**config.mk**
```make
export PLATFORM = sky130hd
export DESIGN_NAME = bresenham_line_stepper_core
export DESIGN_NICKNAME = d
export VERILOG_FILES = /design/src/rtl/blsc_pkg.sv /design/src/rtl/blsc_front.sv /design/src/rtl/blsc_queue.sv /design/src/rtl/blsc_step.sv /design/src/rtl/blsc_addr.sv /design/src/rtl/bresenham_line_stepper_core.sv
export SDC_FILE = /design/constraint.sdc
export NUM_CORES = 1
export LEC_CHECK = 0
export BUFFER_PORTS_ARGS = -buffer_cell sky130_fd_sc_hd__buf_4
export CELL_PAD_IN_SITES_DETAIL_PLACEMENT = 0
export CELL_PAD_IN_SITES_GLOBAL_PLACEMENT = 1
export CORE_ASPECT_RATIO = 1.75
export CORE_MARGIN = 4
export CORE_UTILIZATION = 25
export CTS_CLUSTER_DIAMETER = 60
export DETAILED_ROUTE_END_ITERATION = 7
export PLACE_DENSITY_LB_ADDON = 0.25
export SYNTH_ARGS = -nofsm -noshare
export SYNTH_HDL_FRONTEND = slang
export SYNTH_SLANG_ARGS = --single-unit
```
**constraint.sdc**
```tcl
create_clock -name clk -period 8 [get_ports clk]
set_input_delay 0.4 -clock clk [delete_from_list [all_inputs] [get_ports clk]]
set_output_delay 0.4 -clock clk [all_outputs]
set_load 0.02 [all_outputs]
```
**src/rtl/blsc_pkg.sv**
```systemverilog
`timescale 1ns / 1ps
`default_nettype none

package blsc_pkg;

  localparam int COORD_BITS_DEF = 12;
  localparam int DIM_BITS       = 12;
  localparam int ADDR_BITS      = 22;
  localparam int COLOR_BITS     = 32;
  localparam int CFG_ADDR_BITS  = 4;
  localparam int CFG_DATA_BITS  = 32;
  localparam int QUEUE_DEPTH    = 2;

  localparam logic [DIM_BITS-1:0]   RST_SCREEN_WIDTH  = 12'd640;
  localparam logic [DIM_BITS-1:0]   RST_SCREEN_HEIGHT = 12'd480;
  localparam logic [COLOR_BITS-1:0] RST_DRAW_COLOR    = 32'hFF00_00FF;

  // register index, taken from paddr[3:2]
  localparam logic [1:0] REG_SCREEN_WIDTH  = 2'd0;
  localparam logic [1:0] REG_SCREEN_HEIGHT = 2'd1;
  localparam logic [1:0] REG_DRAW_COLOR    = 2'd2;

  typedef enum logic {
    KIND_START = 1'b0,
    KIND_STEP  = 1'b1
  } kind_t;

  // status of one pixel record between stepper and address pipeline
  typedef struct packed {
    logic live;   // 0 for a step taken while idle
    logic last;
  } pix_flags_t;

endpackage

`default_nettype wire

```
**src/rtl/blsc_front.sv**
```systemverilog
`timescale 1ns / 1ps
`default_nettype none

module blsc_front import blsc_pkg::*; #(
  parameter int COORD_BITS = COORD_BITS_DEF,
  parameter int IN_BITS    = ((4 * COORD_BITS) + 7) / 8 * 8,
  parameter int ITEM_BITS  = 6 * COORD_BITS + 5
) (
  input  wire                  clk,
  input  wire                  rst_n,
  input  wire                  in_tvalid,
  output logic                 in_tready,
  input  wire  [IN_BITS-1:0]   in_tdata,
  input  wire                  in_tuser,
  output logic                 fe_valid,
  input  wire                  fe_ready,
  output logic [ITEM_BITS-1:0] fe_data
);

  localparam int C = COORD_BITS;

  logic                 fe_valid_r, fe_valid_nxt;
  logic [ITEM_BITS-1:0] fe_data_r;

  logic [C-1:0]        xs, ys, xe, ye;
  logic signed [C:0]   dx, dy;
  logic [C:0]          adx, ady;
  kind_t               kind;
  logic                take;

  assign xs   = in_tdata[C-1:0];
  assign ys   = in_tdata[2*C-1:C];
  assign xe   = in_tdata[3*C-1:2*C];
  assign ye   = in_tdata[4*C-1:3*C];
  assign kind = kind_t'(in_tuser);

  // deltas are one bit wider than the coordinates
  assign dx  = $signed({xe[C-1], xe}) - $signed({xs[C-1], xs});
  assign dy  = $signed({ye[C-1], ye}) - $signed({ys[C-1], ys});
  assign adx = dx[C] ? (C+1)'(-dx) : (C+1)'(dx);
  assign ady = dy[C] ? (C+1)'(-dy) : (C+1)'(dy);

  assign in_tready = !fe_valid_r || fe_ready;
  assign take      = in_tvalid && in_tready;

  always_comb begin
    fe_valid_nxt = fe_valid_r;
    if (take) begin
      fe_valid_nxt = 1'b1;
    end else if (fe_ready) begin
      fe_valid_nxt = 1'b0;
    end
  end

  always_ff @(posedge clk) begin
    if (!rst_n) begin
      fe_valid_r <= 1'b0;
    end else begin
      fe_valid_r <= fe_valid_nxt;
    end
  end

  always_ff @(posedge clk) begin
    if (take) begin
      fe_data_r <= {kind, dx[C], dy[C], ady, adx, ye, xe, ys, xs};
    end
  end

  assign fe_valid = fe_valid_r;
  assign fe_data  = fe_data_r;

endmodule

`default_nettype wire

```
**src/rtl/blsc_queue.sv**
```systemverilog
`timescale 1ns / 1ps
`default_nettype none

module blsc_queue import blsc_pkg::*; #(
  parameter int WIDTH = 6 * COORD_BITS_DEF + 5
) (
  input  wire              clk,
  input  wire              rst_n,
  input  wire              wr_valid,
  output logic             wr_ready,
  input  wire  [WIDTH-1:0] wr_data,
  output logic             rd_valid,
  input  wire              rd_ready,
  output logic [WIDTH-1:0] rd_data
);

  localparam int PTR_BITS = (QUEUE_DEPTH > 1) ? $clog2(QUEUE_DEPTH) : 1;
  localparam int CNT_BITS = $clog2(QUEUE_DEPTH + 1);

  logic [WIDTH-1:0]    mem_r [QUEUE_DEPTH];
  logic [PTR_BITS-1:0] wr_ptr_r, wr_ptr_nxt;
  logic [PTR_BITS-1:0] rd_ptr_r, rd_ptr_nxt;
  logic [CNT_BITS-1:0] count_r, count_nxt;
  logic                do_wr, do_rd;

  assign wr_ready = (count_r != CNT_BITS'(QUEUE_DEPTH));
  assign rd_valid = (count_r != '0);
  assign rd_data  = mem_r[rd_ptr_r];
  assign do_wr    = wr_valid && wr_ready;
  assign do_rd    = rd_valid && rd_ready;

  always_comb begin
    wr_ptr_nxt = wr_ptr_r;
    rd_ptr_nxt = rd_ptr_r;
    count_nxt  = count_r;
    if (do_wr) begin
      wr_ptr_nxt = (wr_ptr_r == PTR_BITS'(QUEUE_DEPTH - 1)) ? '0 : wr_ptr_r + 1'b1;
    end
    if (do_rd) begin
      rd_ptr_nxt = (rd_ptr_r == PTR_BITS'(QUEUE_DEPTH - 1)) ? '0 : rd_ptr_r + 1'b1;
    end
    if (do_wr && !do_rd) begin
      count_nxt = count_r + 1'b1;
    end else if (do_rd && !do_wr) begin
      count_nxt = count_r - 1'b1;
    end
  end

  always_ff @(posedge clk) begin
    if (!rst_n) begin
      wr_ptr_r <= '0;
      rd_ptr_r <= '0;
      count_r  <= '0;
    end else begin
      wr_ptr_r <= wr_ptr_nxt;
      rd_ptr_r <= rd_ptr_nxt;
      count_r  <= count_nxt;
    end
  end

  always_ff @(posedge clk) begin
    if (do_wr) begin
      mem_r[wr_ptr_r] <= wr_data;
    end
  end

endmodule

`default_nettype wire

```
**src/rtl/blsc_step.sv**
```systemverilog
`timescale 1ns / 1ps
`default_nettype none

module blsc_step import blsc_pkg::*; #(
  parameter int COORD_BITS = COORD_BITS_DEF,
  parameter int ITEM_BITS  = 6 * COORD_BITS + 5
) (
  input  wire                  clk,
  input  wire                  rst_n,
  input  wire                  q_valid,
  output logic                 q_ready,
  input  wire  [ITEM_BITS-1:0] q_data,
  output logic                 p_valid,
  input  wire                  p_ready,
  output logic [COORD_BITS-1:0] p_x,
  output logic [COORD_BITS-1:0] p_y,
  output pix_flags_t           p_flags
);

  localparam int C  = COORD_BITS;
  localparam int EW = COORD_BITS + 3;

  // unpacked queue item
  logic         q_kind_bit, q_xneg, q_yneg;
  logic [C:0]   q_ady, q_adx;
  logic [C-1:0] q_ye, q_xe, q_ys, q_xs;
  kind_t        q_kind;

  assign {q_kind_bit, q_xneg, q_yneg, q_ady, q_adx, q_ye, q_xe, q_ys, q_xs} = q_data;
  assign q_kind = kind_t'(q_kind_bit);

  // line state
  logic [C-1:0]         cur_x_r, cur_x_nxt;
  logic [C-1:0]         cur_y_r, cur_y_nxt;
  logic [C-1:0]         major_end_r, major_end_nxt;
  logic signed [EW-1:0] err_r, err_nxt;
  logic signed [EW-1:0] inc_s_r, inc_s_nxt;
  logic signed [EW-1:0] inc_d_r, inc_d_nxt;
  logic                 x_neg_r, x_neg_nxt;
  logic                 y_neg_r, y_neg_nxt;
  logic                 y_major_r, y_major_nxt;
  logic                 active_r, active_nxt;

  // pixel record register
  logic         p_valid_r, p_valid_nxt;
  logic [C-1:0] p_x_r, p_x_nxt;
  logic [C-1:0] p_y_r, p_y_nxt;
  pix_flags_t   p_flags_r, p_flags_nxt;

  logic                 st_fire, is_start, is_step;
  logic                 ld_y_major;
  logic [C:0]           ld_min, ld_max;
  logic signed [EW-1:0] ld_inc_s, ld_err, ld_inc_d;
  logic [C-1:0]         x_adv, y_adv, next_major;
  logic                 err_neg, at_end;

  assign q_ready  = !p_valid_r || p_ready;
  assign st_fire  = q_valid && q_ready;
  assign is_start = (q_kind == KIND_START);
  assign is_step  = (q_kind == KIND_STEP);

  // setup for a start item
  assign ld_y_major = (q_adx < q_ady);
  assign ld_min     = ld_y_major ? q_adx : q_ady;
  assign ld_max     = ld_y_major ? q_ady : q_adx;
  assign ld_inc_s   = $signed(EW'({ld_min, 1'b0}));
  assign ld_err     = ld_inc_s - $signed(EW'(ld_max));
  assign ld_inc_d   = ld_inc_s - $signed(EW'({ld_max, 1'b0}));

  // one step along the line
  assign err_neg    = err_r[EW-1];
  assign x_adv      = x_neg_r ? cur_x_r - 1'b1 : cur_x_r + 1'b1;
  assign y_adv      = y_neg_r ? cur_y_r - 1'b1 : cur_y_r + 1'b1;
  assign next_major = y_major_r ? y_adv : x_adv;
  assign at_end     = (next_major == major_end_r);

  always_comb begin
    cur_x_nxt     = cur_x_r;
    cur_y_nxt     = cur_y_r;
    major_end_nxt = major_end_r;
    err_nxt       = err_r;
    inc_s_nxt     = inc_s_r;
    inc_d_nxt     = inc_d_r;
    x_neg_nxt     = x_neg_r;
    y_neg_nxt     = y_neg_r;
    y_major_nxt   = y_major_r;
    active_nxt    = active_r;
    if (st_fire && is_start) begin
      cur_x_nxt     = q_xs;
      cur_y_nxt     = q_ys;
      x_neg_nxt     = q_xneg;
      y_neg_nxt     = q_yneg;
      y_major_nxt   = ld_y_major;
      inc_s_nxt     = ld_inc_s;
      inc_d_nxt     = ld_inc_d;
      err_nxt       = ld_err;
      major_end_nxt = ld_y_major ? q_ye : q_xe;
      active_nxt    = ld_y_major ? (q_ys != q_ye) : (q_xs != q_xe);
    end else if (st_fire && is_step && active_r) begin
      err_nxt = err_r + (err_neg ? inc_s_r : inc_d_r);
      if (y_major_r) begin
        cur_y_nxt = y_adv;
        cur_x_nxt = err_neg ? cur_x_r : x_adv;
      end else begin
        cur_x_nxt = x_adv;
        cur_y_nxt = err_neg ? cur_y_r : y_adv;
      end
      active_nxt = !at_end;
    end
  end

  always_comb begin
    p_valid_nxt = p_valid_r;
    p_x_nxt     = p_x_r;
    p_y_nxt     = p_y_r;
    p_flags_nxt = p_flags_r;
    if (st_fire && is_step) begin
      p_valid_nxt = 1'b1;
      if (active_r) begin
        p_x_nxt          = cur_x_r;
        p_y_nxt          = cur_y_r;
        p_flags_nxt.live = 1'b1;
        p_flags_nxt.last = at_end;
      end else begin
        p_x_nxt          = '0;
        p_y_nxt          = '0;
        p_flags_nxt.live = 1'b0;
        p_flags_nxt.last = 1'b1;
      end
    end else if (p_ready) begin
      p_valid_nxt = 1'b0;
    end
  end

  always_ff @(posedge clk) begin
    if (!rst_n) begin
      cur_x_r     <= '0;
      cur_y_r     <= '0;
      major_end_r <= '0;
      err_r       <= '0;
      inc_s_r     <= '0;
      inc_d_r     <= '0;
      x_neg_r     <= 1'b0;
      y_neg_r     <= 1'b0;
      y_major_r   <= 1'b0;
      active_r    <= 1'b0;
      p_valid_r   <= 1'b0;
    end else begin
      cur_x_r     <= cur_x_nxt;
      cur_y_r     <= cur_y_nxt;
      major_end_r <= major_end_nxt;
      err_r       <= err_nxt;
      inc_s_r     <= inc_s_nxt;
      inc_d_r     <= inc_d_nxt;
      x_neg_r     <= x_neg_nxt;
      y_neg_r     <= y_neg_nxt;
      y_major_r   <= y_major_nxt;
      active_r    <= active_nxt;
      p_valid_r   <= p_valid_nxt;
    end
  end

  always_ff @(posedge clk) begin
    p_x_r     <= p_x_nxt;
    p_y_r     <= p_y_nxt;
    p_flags_r <= p_flags_nxt;
  end

  assign p_valid = p_valid_r;
  assign p_x     = p_x_r;
  assign p_y     = p_y_r;
  assign p_flags = p_flags_r;

  // a step while idle gives a dead record marked last
  a_idle_step: assert property (@(posedge clk) disable iff (!rst_n)
    st_fire && is_step && !active_r |=> p_valid_r && !p_flags_r.live && p_flags_r.last)
    else $error("idle step did not give a dead last record");

  // reaching the end point stops the line
  a_end_stops: assert property (@(posedge clk) disable iff (!rst_n)
    st_fire && is_step && active_r && at_end |=> !active_r)
    else $error("line still active after its final point");

  // only a start item can begin a line
  a_rise_on_start: assert property (@(posedge clk) disable iff (!rst_n)
    $rose(active_r) |-> $past(st_fire && is_start))
    else $error("line became active without a start item");

endmodule

`default_nettype wire

```
**src/rtl/blsc_addr.sv**
```systemverilog
`timescale 1ns / 1ps
`default_nettype none

module blsc_addr import blsc_pkg::*; #(
  parameter int COORD_BITS = COORD_BITS_DEF,
  parameter int OUT_BITS   = ((2 * COORD_BITS + ADDR_BITS + COLOR_BITS) + 7) / 8 * 8
) (
  input  wire                   clk,
  input  wire                   rst_n,
  input  wire                   p_valid,
  output logic                  p_ready,
  input  wire  [COORD_BITS-1:0] p_x,
  input  wire  [COORD_BITS-1:0] p_y,
  input  pix_flags_t            p_flags,
  input  wire  [DIM_BITS-1:0]   screen_width,
  input  wire  [DIM_BITS-1:0]   screen_height,
  input  wire  [COLOR_BITS-1:0] draw_color,
  output logic                  out_tvalid,
  input  wire                   out_tready,
  output logic [OUT_BITS-1:0]   out_tdata,
  output logic                  out_tuser,
  output logic                  out_tlast
);

  localparam int C  = COORD_BITS;
  localparam int CW = (COORD_BITS > DIM_BITS) ? COORD_BITS : DIM_BITS;

  // stage 1: clip test and row product
  logic                 s1_valid_r, s1_valid_nxt;
  logic [C-1:0]         s1_x_r, s1_y_r;
  pix_flags_t           s1_flags_r;
  logic                 s1_vis_r;
  logic [ADDR_BITS-1:0] s1_prod_r;

  // stage 2: output register
  logic                  out_valid_r, out_valid_nxt;
  logic [C-1:0]          out_x_r, out_y_r;
  logic [ADDR_BITS-1:0]  out_addr_r;
  logic [COLOR_BITS-1:0] out_color_r;
  logic                  out_vis_r, out_last_r;

  logic s1_load, s2_free, s2_load, vis;

  assign vis = p_flags.live && !p_x[C-1] && !p_y[C-1] &&
               (CW'(p_x) < CW'(screen_width)) && (CW'(p_y) < CW'(screen_height));

  assign s2_free = !out_valid_r || out_tready;
  assign p_ready = !s1_valid_r || s2_free;
  assign s1_load = p_valid && p_ready;
  assign s2_load = s1_valid_r && s2_free;

  always_comb begin
    s1_valid_nxt = s1_valid_r;
    if (s1_load) begin
      s1_valid_nxt = 1'b1;
    end else if (s2_free) begin
      s1_valid_nxt = 1'b0;
    end
    out_valid_nxt = out_valid_r;
    if (s2_load) begin
      out_valid_nxt = 1'b1;
    end else if (out_tready) begin
      out_valid_nxt = 1'b0;
    end
  end

  always_ff @(posedge clk) begin
    if (!rst_n) begin
      s1_valid_r  <= 1'b0;
      out_valid_r <= 1'b0;
    end else begin
      s1_valid_r  <= s1_valid_nxt;
      out_valid_r <= out_valid_nxt;
    end
  end

  always_ff @(posedge clk) begin
    if (s1_load) begin
      s1_x_r     <= p_x;
      s1_y_r     <= p_y;
      s1_flags_r <= p_flags;
      s1_vis_r   <= vis;
      // address wraps at the address width
      s1_prod_r  <= ADDR_BITS'(p_y) * ADDR_BITS'(screen_width);
    end
  end

  always_ff @(posedge clk) begin
    if (s2_load) begin
      out_x_r     <= s1_x_r;
      out_y_r     <= s1_y_r;
      out_addr_r  <= s1_vis_r ? s1_prod_r + ADDR_BITS'(s1_x_r) : '0;
      out_color_r <= s1_flags_r.live ? draw_color : '0;
      out_vis_r   <= s1_vis_r;
      out_last_r  <= s1_flags_r.last;
    end
  end

  assign out_tvalid = out_valid_r;
  assign out_tdata  = OUT_BITS'({out_color_r, out_addr_r, out_y_r, out_x_r});
  assign out_tuser  = out_vis_r;
  assign out_tlast  = out_last_r;

endmodule

`default_nettype wire

```
**src/rtl/bresenham_line_stepper_core.sv**
```systemverilog
`timescale 1ns / 1ps
`default_nettype none

// channel | direction | handshake                     | payload
// in_     | input     | in_tvalid / in_tready         | tdata: x_start, y_start, x_end, y_end;
//         |           |                               | tuser: op (0 start, 1 step)
// out_    | output    | out_tvalid / out_tready       | tdata: pix_x, pix_y, pixel_addr,
//         |           |                               | pixel_color; tuser: on_screen; tlast: last
// cfg_    | apb write | cfg_psel & cfg_penable &      | 0x0 screen_width, 0x4 screen_height,
//         | and read  | cfg_pwrite & cfg_pready       | 0x8 draw_color
//
// one item per clock sustained while out_tready stays high, start and step alike; a start gives no result
// a step item passes the front register, queue, stepper register, product register
// and output register on its way to out_tvalid
// the line state update (one add on the error term and one on each coordinate) is
// combinational, so steps issue back to back; the address product has a stage of
// its own
// out_tready low fills the output, product and stepper registers, then the queue and
// the front register, then drops in_tready; reset (rst_n low, synchronous) empties
// all stages, leaves the block idle and loads 640 x 480 and color 0xFF0000FF

module bresenham_line_stepper_core import blsc_pkg::*; #(
  parameter int COORD_BITS = COORD_BITS_DEF,
  parameter int IN_BITS    = ((4 * COORD_BITS) + 7) / 8 * 8,
  parameter int OUT_BITS   = ((2 * COORD_BITS + ADDR_BITS + COLOR_BITS) + 7) / 8 * 8
) (
  input  wire                     clk,
  input  wire                     rst_n,
  input  wire                     in_tvalid,
  output logic                    in_tready,
  input  wire  [IN_BITS-1:0]      in_tdata,   // x_start, y_start, x_end, y_end
  input  wire                     in_tuser,   // op
  output logic                    out_tvalid,
  input  wire                     out_tready,
  output logic [OUT_BITS-1:0]     out_tdata,  // pix_x, pix_y, pixel_addr, pixel_color
  output logic                    out_tuser,  // on_screen
  output logic                    out_tlast,
  input  wire                     cfg_psel,
  input  wire                     cfg_penable,
  input  wire                     cfg_pwrite,
  input  wire  [CFG_ADDR_BITS-1:0] cfg_paddr,
  input  wire  [CFG_DATA_BITS-1:0] cfg_pwdata,
  output logic [CFG_DATA_BITS-1:0] cfg_prdata,
  output logic                    cfg_pready
);

  localparam int ITEM_BITS = 6 * COORD_BITS + 5;

  logic [DIM_BITS-1:0]   screen_width_r, screen_width_nxt;
  logic [DIM_BITS-1:0]   screen_height_r, screen_height_nxt;
  logic [COLOR_BITS-1:0] draw_color_r, draw_color_nxt;
  logic                  cfg_wr;
  logic [1:0]            cfg_idx;

  assign cfg_pready = 1'b1;
  assign cfg_wr     = cfg_psel && cfg_penable && cfg_pwrite && cfg_pready;
  assign cfg_idx    = cfg_paddr[3:2];

  always_comb begin
    screen_width_nxt  = screen_width_r;
    screen_height_nxt = screen_height_r;
    draw_color_nxt    = draw_color_r;
    if (cfg_wr) begin
      unique case (cfg_idx)
        REG_SCREEN_WIDTH:  screen_width_nxt  = cfg_pwdata[DIM_BITS-1:0];
        REG_SCREEN_HEIGHT: screen_height_nxt = cfg_pwdata[DIM_BITS-1:0];
        REG_DRAW_COLOR:    draw_color_nxt    = cfg_pwdata[COLOR_BITS-1:0];
        default: ;
      endcase
    end
  end

  always_comb begin
    unique case (cfg_idx)
      REG_SCREEN_WIDTH:  cfg_prdata = CFG_DATA_BITS'(screen_width_r);
      REG_SCREEN_HEIGHT: cfg_prdata = CFG_DATA_BITS'(screen_height_r);
      REG_DRAW_COLOR:    cfg_prdata = CFG_DATA_BITS'(draw_color_r);
      default:           cfg_prdata = '0;
    endcase
  end

  always_ff @(posedge clk) begin
    if (!rst_n) begin
      screen_width_r  <= RST_SCREEN_WIDTH;
      screen_height_r <= RST_SCREEN_HEIGHT;
      draw_color_r    <= RST_DRAW_COLOR;
    end else begin
      screen_width_r  <= screen_width_nxt;
      screen_height_r <= screen_height_nxt;
      draw_color_r    <= draw_color_nxt;
    end
  end

  logic                  fe_valid, fe_ready;
  logic [ITEM_BITS-1:0]  fe_data;
  logic                  q_valid, q_ready;
  logic [ITEM_BITS-1:0]  q_data;
  logic                  p_valid, p_ready;
  logic [COORD_BITS-1:0] p_x, p_y;
  pix_flags_t            p_flags;

  blsc_front #(
    .COORD_BITS (COORD_BITS),
    .IN_BITS    (IN_BITS),
    .ITEM_BITS  (ITEM_BITS)
  ) u_front (
    .clk       (clk),
    .rst_n     (rst_n),
    .in_tvalid (in_tvalid),
    .in_tready (in_tready),
    .in_tdata  (in_tdata),
    .in_tuser  (in_tuser),
    .fe_valid  (fe_valid),
    .fe_ready  (fe_ready),
    .fe_data   (fe_data)
  );

  blsc_queue #(
    .WIDTH (ITEM_BITS)
  ) u_queue (
    .clk      (clk),
    .rst_n    (rst_n),
    .wr_valid (fe_valid),
    .wr_ready (fe_ready),
    .wr_data  (fe_data),
    .rd_valid (q_valid),
    .rd_ready (q_ready),
    .rd_data  (q_data)
  );

  blsc_step #(
    .COORD_BITS (COORD_BITS),
    .ITEM_BITS  (ITEM_BITS)
  ) u_step (
    .clk     (clk),
    .rst_n   (rst_n),
    .q_valid (q_valid),
    .q_ready (q_ready),
    .q_data  (q_data),
    .p_valid (p_valid),
    .p_ready (p_ready),
    .p_x     (p_x),
    .p_y     (p_y),
    .p_flags (p_flags)
  );

  blsc_addr #(
    .COORD_BITS (COORD_BITS),
    .OUT_BITS   (OUT_BITS)
  ) u_addr (
    .clk           (clk),
    .rst_n         (rst_n),
    .p_valid       (p_valid),
    .p_ready       (p_ready),
    .p_x           (p_x),
    .p_y           (p_y),
    .p_flags       (p_flags),
    .screen_width  (screen_width_r),
    .screen_height (screen_height_r),
    .draw_color    (draw_color_r),
    .out_tvalid    (out_tvalid),
    .out_tready    (out_tready),
    .out_tdata     (out_tdata),
    .out_tuser     (out_tuser),
    .out_tlast     (out_tlast)
  );

endmodule

`default_nettype wire

```
==> run_results.csv <==
group,metric,value,unit
pwr,p_leak,14.5,nW
clock_tree,cts_max_level,2,
pwr,p_total,11.4,mW
global_route,grt_max_degree,78,
clock_tree,clk_pin_slew,0.07,ns
critical_path,worstPathCellList,"mux2i_1, ha_1, and2_1, o211ai_1, a21oi_2, o22a_2, buf_4, nor2_1, a21oi_1, ha_1, nor2b_1, o21a_1, o21a_1, o31a_1, a41o_1, o21ai_0, nand2b_1, a2111oi_0, o221a_1, o21a_1",
floorplan,initial_core_util,0.252,
detailed_routing,drt_first_pass_iters,5,
critical_path,cpPeakStageDelay,0.63,ns
floorplan,pin_count,209,
sta,finalCriticalPeriod,5.92,ns
sta,max_freq,169,MHz
sta,tightest_slew,1.08,ns
critical_path,r2r_cells,20,
detailed_routing,drtAntennaViolNets,0,
sta,hold-worst-slack,0.0623,ns
synthesis,ys_top_cells_by_area,"edfxtp_1 38%, dfxtp_1 9.6%, ha_1 7.1%",
sta,grt_setup_unrepaired,"no",
clock_tree,cts_buffers,58,
critical_path,crit_arrival,6.53,ns
synthesis,ys_types,96,
hold_path,min_to,"draw_color_r[9]",
floorplan,die_y,471,um
sta,hold_violations,0,
critical_path,r2r_slack,2.08,ns
floorplan,die-area,128000,um^2
hold_path,min_from,"cfg_pwdata[9]",
hold_path,hold_path_depth,3,
pwr,cellPowerDensity,309,nW/um^2
critical_path,crit_cells,20,
synthesis,synth_edf_count,386,
clock_tree,ctsHoldBuffers,79,
critical_path,critPathCaptureType,"register",
clock_tree,clock-sinks,532,
critical_path,timing.critical_path.buf_inv,1,
pwr,peakVddDrop,0.199,mV
synthesis,synthTopCellsByCount,"386 x edfxtp_1, 361 x nand2_1, 218 x inv_1",
sta,period_share,0.740,
global_route,antenna_found_initial,0,
detailed_routing,routed_wl,84900,um
critical_path,cpMostUsedCell,"o21a_1",
floorplan,die_x,272,um
synthesis,synth_top_flop_cell,"edfxtp_1",
synthesis,synthArstFlopShare,0,
critical_path,rr_endpoint,"u_step.err_r[14]",
synthesis,syn_avg_cell_area,11.0,um^2
detailed_routing,wl_per_cell,18.0,um
synthesis,yosys.area.top_type,"edfxtp_1",
hold_path,hold_path_class,"in2reg",
global_route,grt_usage,0.131,
clock_tree,post_cts_buffers,0,
status,outcome,"complete, no violations",
synthesis,netlist_area,30600,um^2
finish,nNetsFinal,3415,
place,dp_hpwl,65300,um
global_route,overflow,0,
finish,layout-area-overhead-vs-synth,20.2,%
critical_path,crit_required,8.61,ns
sta,tns,0,ns
synthesis,synth-seq-cells,532,
synthesis,ys_seq_area_frac,0.474,
global_route,grt_pass1_vias,21600,
clock_tree,cts_resized,0,
clock_tree,root_buffer,"clkbuf_16",
place,gp_congestion,0.767,
sta,slew_headroom,0.283,
place,io_buffers,203,
sta,drv_slew,0,
place,place_ws,2.01,ns
job,max_cap_viol_count,0,
synthesis,syn_inst,2788,
critical_path,critPathTopFamily,"compound AO/OA/AOI/OAI gates",
sta,finalClockSkew,0.0362,ns
finish,drive_above_1_share,0.136,
clock_tree,clock_latency,0.66,ns
detailed_routing,post_drt_via_cell_ratio,4.34,
synthesis,synth.most_common_cell,"edfxtp_1",
critical_path,crit_type,"reg2reg",
sta,finalSetupViolCount,0,
critical_path,startpoint_type,"register",
synthesis,yosys_warnings,0,
finish,fillers,12600,
detailed_routing,via_count,20500,
sta,fin_ws,2.08,ns
clock_tree,cts_tree,"built",
critical_path,crit_slowest_cell,"dfxtp_4",
global_route,grt_pass1_wl,129000,um
detailed_routing,drt_drc_violations_left,0,
clock_tree,clockBufferDepth,3,
critical_path,worstPathMaxFanout,30,
floorplan,rows,169,
floorplan,core,121000,um^2
detailed_routing,drt-initial-drc-count,759,
synthesis,yosysTopAreaCellShare,0.379,
[flip-flops by register name, summed over array words and instances (netlist names), 12 cells and up, named ones only]
name,count
draw_color_r,32
screen_height_r,12
screen_width_r,12
u_addr.out_addr_r,22
u_addr.out_color_r,32
u_addr.out_x_r,12
u_addr.out_y_r,12
u_addr.s1_prod_r,22
u_addr.s1_x_r,12
u_addr.s1_y_r,12
u_front.fe_data,77
u_queue.mem_r,154
u_step.cur_x_r,12
u_step.cur_y_r,12
u_step.err_r,14
u_step.inc_d_r,14
u_step.inc_s_r,13
u_step.major_end_r,12
u_step.p_x,12
u_step.p_y,12
[logic make-up after synthesis]
| group | synth area share |
|---|---|
| xor+xnor | 0.0493 |
| buf+inv | 0.0426 |
| flops | 0.474 |
| mux | 0.0440 |
| fa+ha+maj | 0.140 |
| compound gates | 0.106 |
| other cells | 0.000245 |
| simple gates | 0.144 |
[worst reg2reg max path, delay by kind of cell (launching register included)]
kind,cells,cell delay [ns]
muxes,1,0.57
adders and majority gates,2,0.67
AOI/OAI and AO/OA,12,3.12
and+or+nand+nor,4,0.59
buffers and inverters,1,0.26
DFF,1,0.63
[metal layers]
metal	track usage	wire length, um	vias up
met5	0	0	-
met1	0.138	32100	9794
met4	0.0532	3660	0
li1	-	-	10200
met2	0.258	46900	320
met3	0.0154	2290	130
[worst max-delay path by stage]
stage                             endpoint
after floorplan           u_step.err_r[14]
after global placement    u_step.err_r[14]
after detailed placement  u_step.err_r[14]
after CTS                 u_step.err_r[14]
after global routing      u_step.err_r[14]
final                     u_step.err_r[14]
[where the power goes]
| part | switching, mW | internal [mW] | total, mW |
|---|---|---|---|
| registers | 0.366 | 3.46 | 3.82 |
| logic | 2.76 | 1.94 | 4.70 |
| clock network | 1.23 | 1.59 | 2.83 |
[stage by stage]
| stage | util | cell area [um^2] | std cells |
|---|---|---|---|
| 2_1_floorplan | - | 30600 | 2789 |
| 3_3_place_gp | 0.280 | 33900 | 4529 |
| 3_5_place_dp | 0.280 | 33900 | 4529 |
| 4_1_cts | 0.303 | 36800 | 4718 |
| 5_1_grt | 0.303 | 36800 | 4718 |
| 6_report | 0.303 | 36800 | 4721 |
[cell usage in the layout (no fill, tap or decap), types with 12 or more instances in the layout]
| cell | count |
|---|---|
| nand2_1 | 360 |
| dlygate4sd3_1 | 79 |
| nand3_1 | 51 |
| a21oi_1 | 91 |
| o21a_1 | 25 |
| nand4_1 | 12 |
| mux2_2 | 35 |
| mux4_2 | 12 |
| dfxtp_1 | 145 |
| o211ai_1 | 19 |
| nand2b_1 | 29 |
| inv_1 | 218 |
| a21o_1 | 31 |
| o21ai_0 | 76 |
| xor2_1 | 66 |
| clkinvlp_4 | 13 |
| ha_1 | 173 |
| a31oi_1 | 15 |
| nor2_1 | 119 |
| clkbuf_16 | 58 |
| fa_1 | 106 |
| edfxtp_1 | 386 |
| a211oi_1 | 18 |
| mux2i_1 | 61 |
| and2_1 | 175 |
| and3_1 | 23 |
| o21ai_1 | 12 |
| nor3_1 | 39 |
| xnor2_1 | 96 |
| buf_4 | 230 |
| a21boi_0 | 67 |
| nor2b_1 | 29 |
[final cells by class]
cell class | count | area, um^2 | area share
Multi-Input combinational cell | 1925 | 14800 | 0.404
Sequential cell | 532 | 14500 | 0.395
Timing Repair Buffer | 309 | 2520 | 0.0685
Tap cell | 1624 | 2030 | 0.0553
Clock buffer | 63 | 1480 | 0.0403
Inverter | 218 | 818 | 0.0223
Clock inverter | 47 | 552 | 0.0150
Antenna cell | 3 | 7.51 | 0.000204
Power figures use the tool's default switching activity.
